### src/hdl/htfd_pkg.sv
package htfd_pkg;

  localparam int unsigned BYTE_W = 8;
  localparam int unsigned IDX_W = 3;
  localparam int unsigned RAW_W = 20;
  localparam int unsigned PAYLOAD_W = 40;
  localparam int unsigned HUM_W = 14;
  localparam int unsigned TEMP_W = 15;
  localparam int unsigned OUT_DATA_W = 72;

  localparam logic [BYTE_W-1:0] CRC_INIT = 8'hFF;
  localparam logic [BYTE_W-1:0] CRC_POLY = 8'h31;
  localparam int unsigned STATUS_BUSY_BIT = 7;
  localparam int unsigned STATUS_CAL_BIT = 3;
  localparam logic [IDX_W-1:0] IDX_STATUS = 3'd0;
  localparam logic [IDX_W-1:0] IDX_LAST_PAYLOAD = 3'd5;

  localparam logic [HUM_W-1:0] HUM_SCALE = 14'd10000;
  localparam logic [TEMP_W-1:0] TEMP_SCALE = 15'd20000;
  localparam logic [TEMP_W-1:0] TEMP_OFFSET = 15'd5000;
  localparam logic [HUM_W-1:0] HUM_MAX = 14'd9999;
  localparam logic signed [TEMP_W-1:0] TEMP_MIN = -15'sd5000;
  localparam logic signed [TEMP_W-1:0] TEMP_MAX = 15'sd14999;

  typedef enum logic [1:0] {
    RC_OK      = 2'd0,
    RC_BUSY    = 2'd1,
    RC_CRC_ERR = 2'd2
  } result_code_t;

  typedef struct packed {
    logic signed [TEMP_W-1:0] temperature_centi;
    logic [HUM_W-1:0]         humidity_centi;
    logic [RAW_W-1:0]         temp_reading;
    logic [RAW_W-1:0]         hum_reading;
    logic                     calibrated;
    result_code_t             result_code;
  } result_t;

  // One CRC-8 byte step, MSB first, unrolled over the eight bits.
  function automatic logic [BYTE_W-1:0] crc_byte(input logic [BYTE_W-1:0] crc,
                                                 input logic [BYTE_W-1:0] b);
    logic [BYTE_W-1:0] c;
    c = crc ^ b;
    for (int k = 0; k < BYTE_W; k++) begin
      if (c[BYTE_W-1]) begin
        c = {c[BYTE_W-2:0], 1'b0} ^ CRC_POLY;
      end else begin
        c = {c[BYTE_W-2:0], 1'b0};
      end
    end
    return c;
  endfunction

endpackage

### src/hdl/humidity_temp_frame_decoder_core.sv
// Sensor reply frame decoder.
// The input channel (in_*) takes one reply byte per item: the status byte,
// five payload bytes and a CRC byte. in_tuser high marks the status byte of a
// frame and restarts the byte count and the CRC, dropping a partial frame.
// After the seventh byte the next byte starts a new frame without a marker.
// The output channel (out_*) gives one item per complete frame: the result
// code (ok, busy, CRC mismatch), the calibration flag, both 20-bit raw
// readings and their values in hundredths. On busy or CRC mismatch the raw
// and scaled fields are zero.
// Throughput is one byte per cycle while in_tready is high. After the seventh
// byte is accepted, one register holds the checked frame and then the output
// register holds the scaled values behind the two constant multipliers.
// When the receiver stalls, the output register holds its item and one more
// frame result can wait in the first stage; in_tready drops only when both
// are full. Reset clears the byte count, the CRC and both valid flags.
module humidity_temp_frame_decoder_core (
  input  logic        clk,
  input  logic        rst_n,
  input  logic        in_tvalid,
  output logic        in_tready,
  input  logic [7:0]  in_tdata,   // [7:0] rx_byte
  input  logic        in_tuser,   // [0] frame_start
  output logic        out_tvalid,
  input  logic        out_tready,
  // [1:0] result_code, [2] calibrated, [22:3] hum_reading,
  // [42:23] temp_reading, [56:43] humidity_centi, [71:57] temperature_centi
  output logic [71:0] out_tdata
);

  logic [htfd_pkg::IDX_W-1:0]     byte_index_r, byte_index_nxt;
  logic [htfd_pkg::BYTE_W-1:0]    crc_r, crc_nxt;
  logic [htfd_pkg::BYTE_W-1:0]    status_r, status_nxt;
  logic [htfd_pkg::PAYLOAD_W-1:0] payload_r, payload_nxt;

  logic                         s1_valid_r, s1_valid_nxt;
  htfd_pkg::result_code_t       s1_code_r, s1_code_nxt;
  logic                         s1_cal_r, s1_cal_nxt;
  logic [htfd_pkg::RAW_W-1:0]   s1_hraw_r, s1_hraw_nxt;
  logic [htfd_pkg::RAW_W-1:0]   s1_traw_r, s1_traw_nxt;

  logic              out_valid_r, out_valid_nxt;
  htfd_pkg::result_t out_res_r, out_res_nxt;

  logic                          in_fire;
  logic                          out_free;
  logic                          s1_free;
  logic [htfd_pkg::IDX_W-1:0]    idx_eff;
  logic [htfd_pkg::BYTE_W-1:0]   crc_eff;
  logic [htfd_pkg::BYTE_W-1:0]   crc_step;
  logic [htfd_pkg::RAW_W+htfd_pkg::HUM_W-1:0]  hum_prod;
  logic [htfd_pkg::RAW_W+htfd_pkg::TEMP_W-1:0] temp_prod;
  logic [htfd_pkg::TEMP_W-1:0]   temp_scaled;

  assign out_free  = !out_valid_r || out_tready;
  assign s1_free   = !s1_valid_r || out_free;
  assign in_tready = s1_free;
  assign in_fire   = in_tvalid && in_tready;

  assign idx_eff  = in_tuser ? htfd_pkg::IDX_STATUS : byte_index_r;
  assign crc_eff  = in_tuser ? htfd_pkg::CRC_INIT : crc_r;
  assign crc_step = htfd_pkg::crc_byte(crc_eff, in_tdata);

  always_comb begin
    byte_index_nxt = byte_index_r;
    crc_nxt        = crc_r;
    status_nxt     = status_r;
    payload_nxt    = payload_r;
    s1_valid_nxt   = s1_valid_r && !out_free;
    s1_code_nxt    = s1_code_r;
    s1_cal_nxt     = s1_cal_r;
    s1_hraw_nxt    = s1_hraw_r;
    s1_traw_nxt    = s1_traw_r;
    if (in_fire) begin
      if (idx_eff == htfd_pkg::IDX_STATUS) begin
        status_nxt     = in_tdata;
        crc_nxt        = crc_step;
        byte_index_nxt = idx_eff + 3'd1;
      end else if (idx_eff <= htfd_pkg::IDX_LAST_PAYLOAD) begin
        payload_nxt    = {payload_r[htfd_pkg::PAYLOAD_W-htfd_pkg::BYTE_W-1:0], in_tdata};
        crc_nxt        = crc_step;
        byte_index_nxt = idx_eff + 3'd1;
      end else begin
        byte_index_nxt = htfd_pkg::IDX_STATUS;
        crc_nxt        = htfd_pkg::CRC_INIT;
        s1_valid_nxt   = 1'b1;
        s1_cal_nxt     = status_r[htfd_pkg::STATUS_CAL_BIT];
        if (status_r[htfd_pkg::STATUS_BUSY_BIT]) begin
          s1_code_nxt = htfd_pkg::RC_BUSY;
        end else if (crc_eff != in_tdata) begin
          s1_code_nxt = htfd_pkg::RC_CRC_ERR;
        end else begin
          s1_code_nxt = htfd_pkg::RC_OK;
        end
        if (s1_code_nxt == htfd_pkg::RC_OK) begin
          s1_hraw_nxt = payload_r[htfd_pkg::PAYLOAD_W-1:htfd_pkg::RAW_W];
          s1_traw_nxt = payload_r[htfd_pkg::RAW_W-1:0];
        end else begin
          s1_hraw_nxt = '0;
          s1_traw_nxt = '0;
        end
      end
    end
  end

  // A failed frame carries zero raw values, so its scaled values come out as
  // zero too once the offset is bypassed.
  assign hum_prod    = s1_hraw_r * htfd_pkg::HUM_SCALE;
  assign temp_prod   = s1_traw_r * htfd_pkg::TEMP_SCALE;
  assign temp_scaled = temp_prod[htfd_pkg::RAW_W+htfd_pkg::TEMP_W-1:htfd_pkg::RAW_W];

  always_comb begin
    out_valid_nxt = out_valid_r && !out_tready;
    out_res_nxt   = out_res_r;
    if (s1_valid_r && out_free) begin
      out_valid_nxt                 = 1'b1;
      out_res_nxt.result_code       = s1_code_r;
      out_res_nxt.calibrated        = s1_cal_r;
      out_res_nxt.hum_reading       = s1_hraw_r;
      out_res_nxt.temp_reading      = s1_traw_r;
      out_res_nxt.humidity_centi    =
        hum_prod[htfd_pkg::RAW_W+htfd_pkg::HUM_W-1:htfd_pkg::RAW_W];
      if (s1_code_r == htfd_pkg::RC_OK) begin
        out_res_nxt.temperature_centi = signed'(temp_scaled - htfd_pkg::TEMP_OFFSET);
      end else begin
        out_res_nxt.temperature_centi = '0;
      end
    end
  end

  always_ff @(posedge clk) begin
    if (!rst_n) begin
      byte_index_r <= htfd_pkg::IDX_STATUS;
      crc_r        <= htfd_pkg::CRC_INIT;
      s1_valid_r   <= 1'b0;
      out_valid_r  <= 1'b0;
    end else begin
      byte_index_r <= byte_index_nxt;
      crc_r        <= crc_nxt;
      s1_valid_r   <= s1_valid_nxt;
      out_valid_r  <= out_valid_nxt;
    end
  end

  always_ff @(posedge clk) begin
    status_r  <= status_nxt;
    payload_r <= payload_nxt;
    s1_code_r <= s1_code_nxt;
    s1_cal_r  <= s1_cal_nxt;
    s1_hraw_r <= s1_hraw_nxt;
    s1_traw_r <= s1_traw_nxt;
    out_res_r <= out_res_nxt;
  end

  assign out_tvalid = out_valid_r;
  assign out_tdata  = out_res_r;

endmodule

### config.mk
export PLATFORM = sky130hd
export DESIGN_NAME = humidity_temp_frame_decoder_core
export DESIGN_NICKNAME = d
export VERILOG_FILES = /design/src/hdl/htfd_pkg.sv /design/src/hdl/humidity_temp_frame_decoder_core.sv
export SDC_FILE = /design/constraint.sdc
export NUM_CORES = 1
export LEC_CHECK = 0
export ABC_CLOCK_PERIOD_IN_PS = 6900
export BUFFER_PORTS_ARGS = -buffer_cell sky130_fd_sc_hd__buf_2
export CORE_UTILIZATION = 30
export CTS_CLUSTER_SIZE = 28
export DETAILED_ROUTE_END_ITERATION = 7
export PLACE_DENSITY = 0.43
export SYNTH_ARGS = -nofsm -noshare
export SYNTH_HDL_FRONTEND = slang
export SYNTH_SLANG_ARGS = --single-unit
### constraint.sdc
create_clock -name clk -period 6.9 [get_ports clk]
set_input_delay 0.345 -clock clk [delete_from_list [all_inputs] [get_ports clk]]
set_output_delay 0.345 -clock clk [all_outputs]
set_load 0.01 [all_outputs]
======== Yosys cells after proc, flatten, opt, wreduce, memory -nomap -nowiden ========
Index checks and enable logic that the tools add are counted.
storage, ports and cells
  output and inout bits ................... 74
  register bits ........................... 176
  logic and storage cells ................. 72
operators by class
  add/subtract/negate cells ............... 2
  equal/unequal tests ..................... 1
  bitwise gates (word level) .............. 11
  magnitude comparators ................... 1
  $mul .................................... 2
  mux-type cells .......................... 23
  reduce and logical (&&, ||, !) cells .... 16
operators with widths
  kind                                                                   count
  20-bit by 10-bit multiplier with 30-bit output, second input constant  2
  6-bit two-way mux                                                      8
  8-bit two-way mux                                                      3
  3-bit inverter                                                         8
  15-bit by 13-bit subtractor with 15-bit output, second input constant  1
  2-bit two-way mux                                                      5
  3-bit two-way mux                                                      3
  8-bit inequality test                                                  1
  8-bit XOR                                                              1
  3-bit AND reduction                                                    2
  1-bit logical AND                                                      4
  1-bit logical NOT                                                      4
  2-bit logical NOT                                                      2
  1-bit two-way mux                                                      4
  3-bit by 1-bit adder with 3-bit output, second input constant          1
  3-bit <= comparator, second input constant                             1
  3-bit logical NOT                                                      1
  1-bit logical OR                                                       2
  1-bit inverter                                                         2
  2-bit AND reduction                                                    1

======== Logic depth before layout (Yosys ltp) ========
  depth after elaboration ................. 20
  depth in mapped cells ................... 24
  mapped depth without buffers ............ 24

======== Least setup slack after synthesis ========
Ideal clock, no wire load.
  kind .................................... register -> register
  from .................................... register s1_traw_r[12] in the netlist's numbering
  to ...................................... register out_res_r (netlist bit out_tdata[68]) (data pin)
  path slack .............................. 1.467 ns
  clock period less this slack ............ 5.433 ns
  cell stages (with the launch flop) ...... 22
  arrival ................................. 5.172 ns
  buffers on the path ..................... 1
  required time ........................... 6.639 ns
  cell sequence ........................... edfxtp_1 inv_1 fa_1 inv_1 ha_1 fa_1 ha_1 inv_1 fa_1 inv_1 ha_1 buf_2 and4_2 and3_1 o211ai_1 a21boi_2 o21ai_0 a211o_1 nor4_2 mux2_2 nor3_1 nor3_1
between the ends
  word-level cells in the longest chain between the ends .. 2
ends and longest elaborated chain
  what                                            line                                     text
  from (decl)                                     humidity_temp_frame_decoder_core.sv:39   logic [htfd_pkg::RAW_W-1:0] s1_traw_r, s1_traw_nxt;
  from (signal assigned)                          humidity_temp_frame_decoder_core.sv:150  s1_traw_r <= s1_traw_nxt;
  20-bit by 10-bit multiplier with 30-bit output  humidity_temp_frame_decoder_core.sv:108  assign temp_prod = s1_traw_r * htfd_pkg::TEMP_SCALE;
  15-bit by 13-bit subtractor with 15-bit output  humidity_temp_frame_decoder_core.sv:123  out_res_nxt.temperature_centi = signed'(temp_scaled - htfd_pkg::TEMP_OFFSET);
  to (signal assigned)                            humidity_temp_frame_decoder_core.sv:151  out_res_r <= out_res_nxt;
  to (decl)                                       humidity_temp_frame_decoder_core.sv:42   htfd_pkg::result_t out_res_r, out_res_nxt;
Every way passes these cells.
A chain may end at the register's enable or synchronous reset.

======== Worst setup path in the final report ========
  from .................................... register s1_traw_r[14] in the netlist's numbering
  to ...................................... register out_res_r (netlist bit out_tdata[68]) (data pin)
Same word-level chain as after synthesis.

==> results.json <==
{
  "synth.cells.most_frequent": "inv_1, ha_1, edfxtp_1, fa_1, nor2_1",
  "clk-insertion-delay-late_ns": 0.46,
  "synth.most_common_cell": "inv_1",
  "antenna_left": 0,
  "fin_crit_sh": 0.881,
  "power-per-cell-area_nw_per_um2": 160,
  "synth.yosys.seq_area_share": 0.408,
  "htreeDepth": 4,
  "post-route-worst-setup-slack_ns": 0.824,
  "async_flop_share": 0,
  "tritoncts": "built",
  "grt_usage": 0.127,
  "synth_largest_type_area_fraction": 0.387,
  "gpl.final_weighted_congestion": 0.789,
  "grt_start_max_net_pins": 73,
  "leakagePower_nw": 6.90,
  "synthCells": 1056,
  "dpl-instance-area_um2": 13200,
  "worst_pin_slew_ns": 1.14,
  "design.die.area_um2": 41400,
  "worst_hold_path_class": "input port to register",
  "syn_area_per_cell_um2": 11.5,
  "route.detailed.vias_per_inst": 4.30,
  "drt-initial-drc-count": 373,
  "netlist.top_cell.by_area": "edfxtp_1",
  "crit_path_end_kind": "register",
  "critical_path_class": "register to register",
  "most_common_cell_type_on_the_critical_path": "inv_1",
  "maximum_capacitance_violations": 0,
  "cts.path.max_buffers": 2,
  "worst_path_max_delay_cell": "edfxtp_1",
  "m1WireLength_mm": 13.1,
  "status": "completed",
  "layout.cells.non_filler": 1685,
  "die_extent_in_x_um": 204,
  "vias": 7247,
  "postCtsHoldBufs": 0,
  "grt_pass1_wl_mm": 40.3,
  "wire_per_inst_um": 14.6,
  "synth.top_cells.by_area": "edfxtp_1, ha_1, fa_1",
  "required_ns": 7.18,
  "crit_chain": "inv_1 -> fa_1 -> inv_1 -> ha_1 -> fa_1 -> ha_1 -> inv_1 -> fa_1 -> inv_1 -> ha_1 -> and4_2 -> and3_1 -> o211ai_1 -> a21boi_2 -> o21ai_0 -> a211o_1 -> nor4_2 -> mux2_2 -> o21a_1 -> nor3_1",
  "cts_post_setup_buffers_inserted": 0,
  "endpoints_failing_setup": 0,
  "overflow": 0,
  "critPathLaunchType": "register",
  "synth-edff-count": 157,
  "num_io_pins": 87,
  "n_antenna_cell": 0,
  "grt_pass1_vias": 7407,
  "slew_viol_final": 0,
  "cp_max_fo": 9,
  "yosysUniqueCellTypes": 63,
  "grt_antenna_before_repair": 0,
  "place_ws_ns": 0.791,
  "most_used_flip_flop_cell_after_synthesis": "edfxtp_1",
  "clk_root_buffer_cell": "clkbuf_16",
  "vdd_ir_drop_max_mv": 0.170,
  "tritoncts_num_sinks": 170,
  "syn-cell-area_um2": 12200,
  "drive_above_1_share": 0.122,
  "placementRows": 73,
  "total_drc_errors_in_the_routed_layout": 0,
  "drtPass1Iterations": 5,
  "coreArea_um2": 39900,
  "worst_ep_arrival_time_ns": 6.35,
  "period_minus_slack_ns": 6.08,
  "areaGrowthSynthToFinish_pct": 13.6,
  "postSynthNetCount": 1325,
  "setup-tns-final_ns": 0,
  "setup_repair_after_global_routing_missed_its_margin": "no",
  "wirelength_mm": 24.6,
  "yosys_warnings": 0,
  "routed-wl-met3_um": 701,
  "dr_wl_met2_mm": 10.5,
  "dr.max_layer_used": "met4",
  "portBuffers": 86,
  "cts-buffers-inserted": 17,
  "final_net_count": 1416,
  "hpwl_mm": 18.9,
  "max_clock_freq_mhz": 165,
  "die_h_um": 204,
  "finalInstanceArea_um2": 13800,
  "final-hold-violation-count": 0,
  "max_slew_margin_vs_limit": 0.241,
  "place_inst": 1653,
  "fin_worst_skew_ns": 0.0123,
  "yosys_register_bits": 170,
  "floorplan.initialDensity": 0.305,
  "max_stage_delay_ns": 0.61,
  "final_core_utilization": 0.347,
  "fillCellCount": 3985,
  "resized_cells_post_cts": 0,
  "holdWs_ns": 0.0982,
  "clk_transition_reported_paths_ns": 0.07,
  "design_power_mw": 2.22
}
[flip-flops by register name (all words and copies together), names as in the netlist]
register and cells:
status_r 2, s1_valid_r 1, out_tdata 72, s1_cal_r 1, byte_index_r 3, s1_hraw_r 20
s1_code_r 2, s1_traw_r 20, out_tvalid 1, crc_r 8, payload_r 40
[cell type report]
cell class                      instances  area (µm²)  area share
Tap cell                              525         657      0.0474
Clock buffer                           17         425      0.0307
Inverter                              253         950      0.0686
Sequential cell                       170        4970       0.359
Clock inverter                         15         183      0.0132
Timing Repair Buffer                   89         453      0.0327
Multi-Input combinational cell        616        6210       0.448
[worst paths after layout]
path,cells past startpoint,endpoint,from,slack (ns)
worst min-delay path,1,payload_r[1],in_tdata[1],0.1
worst max register to register,20,out_tdata[68],s1_traw_r[14],0.82
worst min register to register,0,s1_cal_r,status_r[3],0.43
worst max-delay path,20,out_tdata[68],s1_traw_r[14],0.82
[routing by layer]
layer | track usage | vias up
li1 | - | 3671
met1 | 0.185 | 3458
met2 | 0.192 | 102
met3 | 0.0227 | 16
met4 | 0.0387 | 0
met5 | 0 | -
[cell families after synthesis]
kind of cell | count (synthesis) | synth area share
xor+xnor | 51 | 0.0367
fa+ha+maj | 256 | 0.320
flops | 170 | 0.408
mux | 1 | 0.000924
compound gates | 118 | 0.0701
buf+inv | 270 | 0.0834
simple gates | 190 | 0.0812
[critical path: cells and delay by family (launching register included)]
kind / cells / cell delay (ns)
buffers and inverters: 4 / 0.31
and+or+nand+nor: 4 / 0.99
DFF: 1 / 0.61
adders and majority gates: 6 / 2.52
AOI/OAI and AO/OA: 5 / 1.08
muxes: 1 / 0.39
[where the power goes]
part           leakage (nW)  internal [mW]  total [mW]  switching [mW]
Clock                 0.293          0.518       0.994           0.476
Combinational          4.88         0.0405      0.0899          0.0494
Sequential             1.72           1.13        1.14          0.0109
Total                  6.90           1.69        2.22           0.536
[cells in the final DEF, fill, tap and decap left out, types with 9 or more instances in the layout]
cell type	n
inv_1	252
ha_1	164
edfxtp_1	157
fa_1	92
buf_2	86
nor2_1	44
and2_1	43
xnor2_1	37
nand2_1	34
a21oi_1	26
o21ai_0	19
clkbuf_16	17
nor3_1	15
xor2_1	14
o211ai_1	13
dfxtp_1	13
nand2b_1	11
a211oi_1	9
Note: power is estimated with default switching activity, not from simulation.
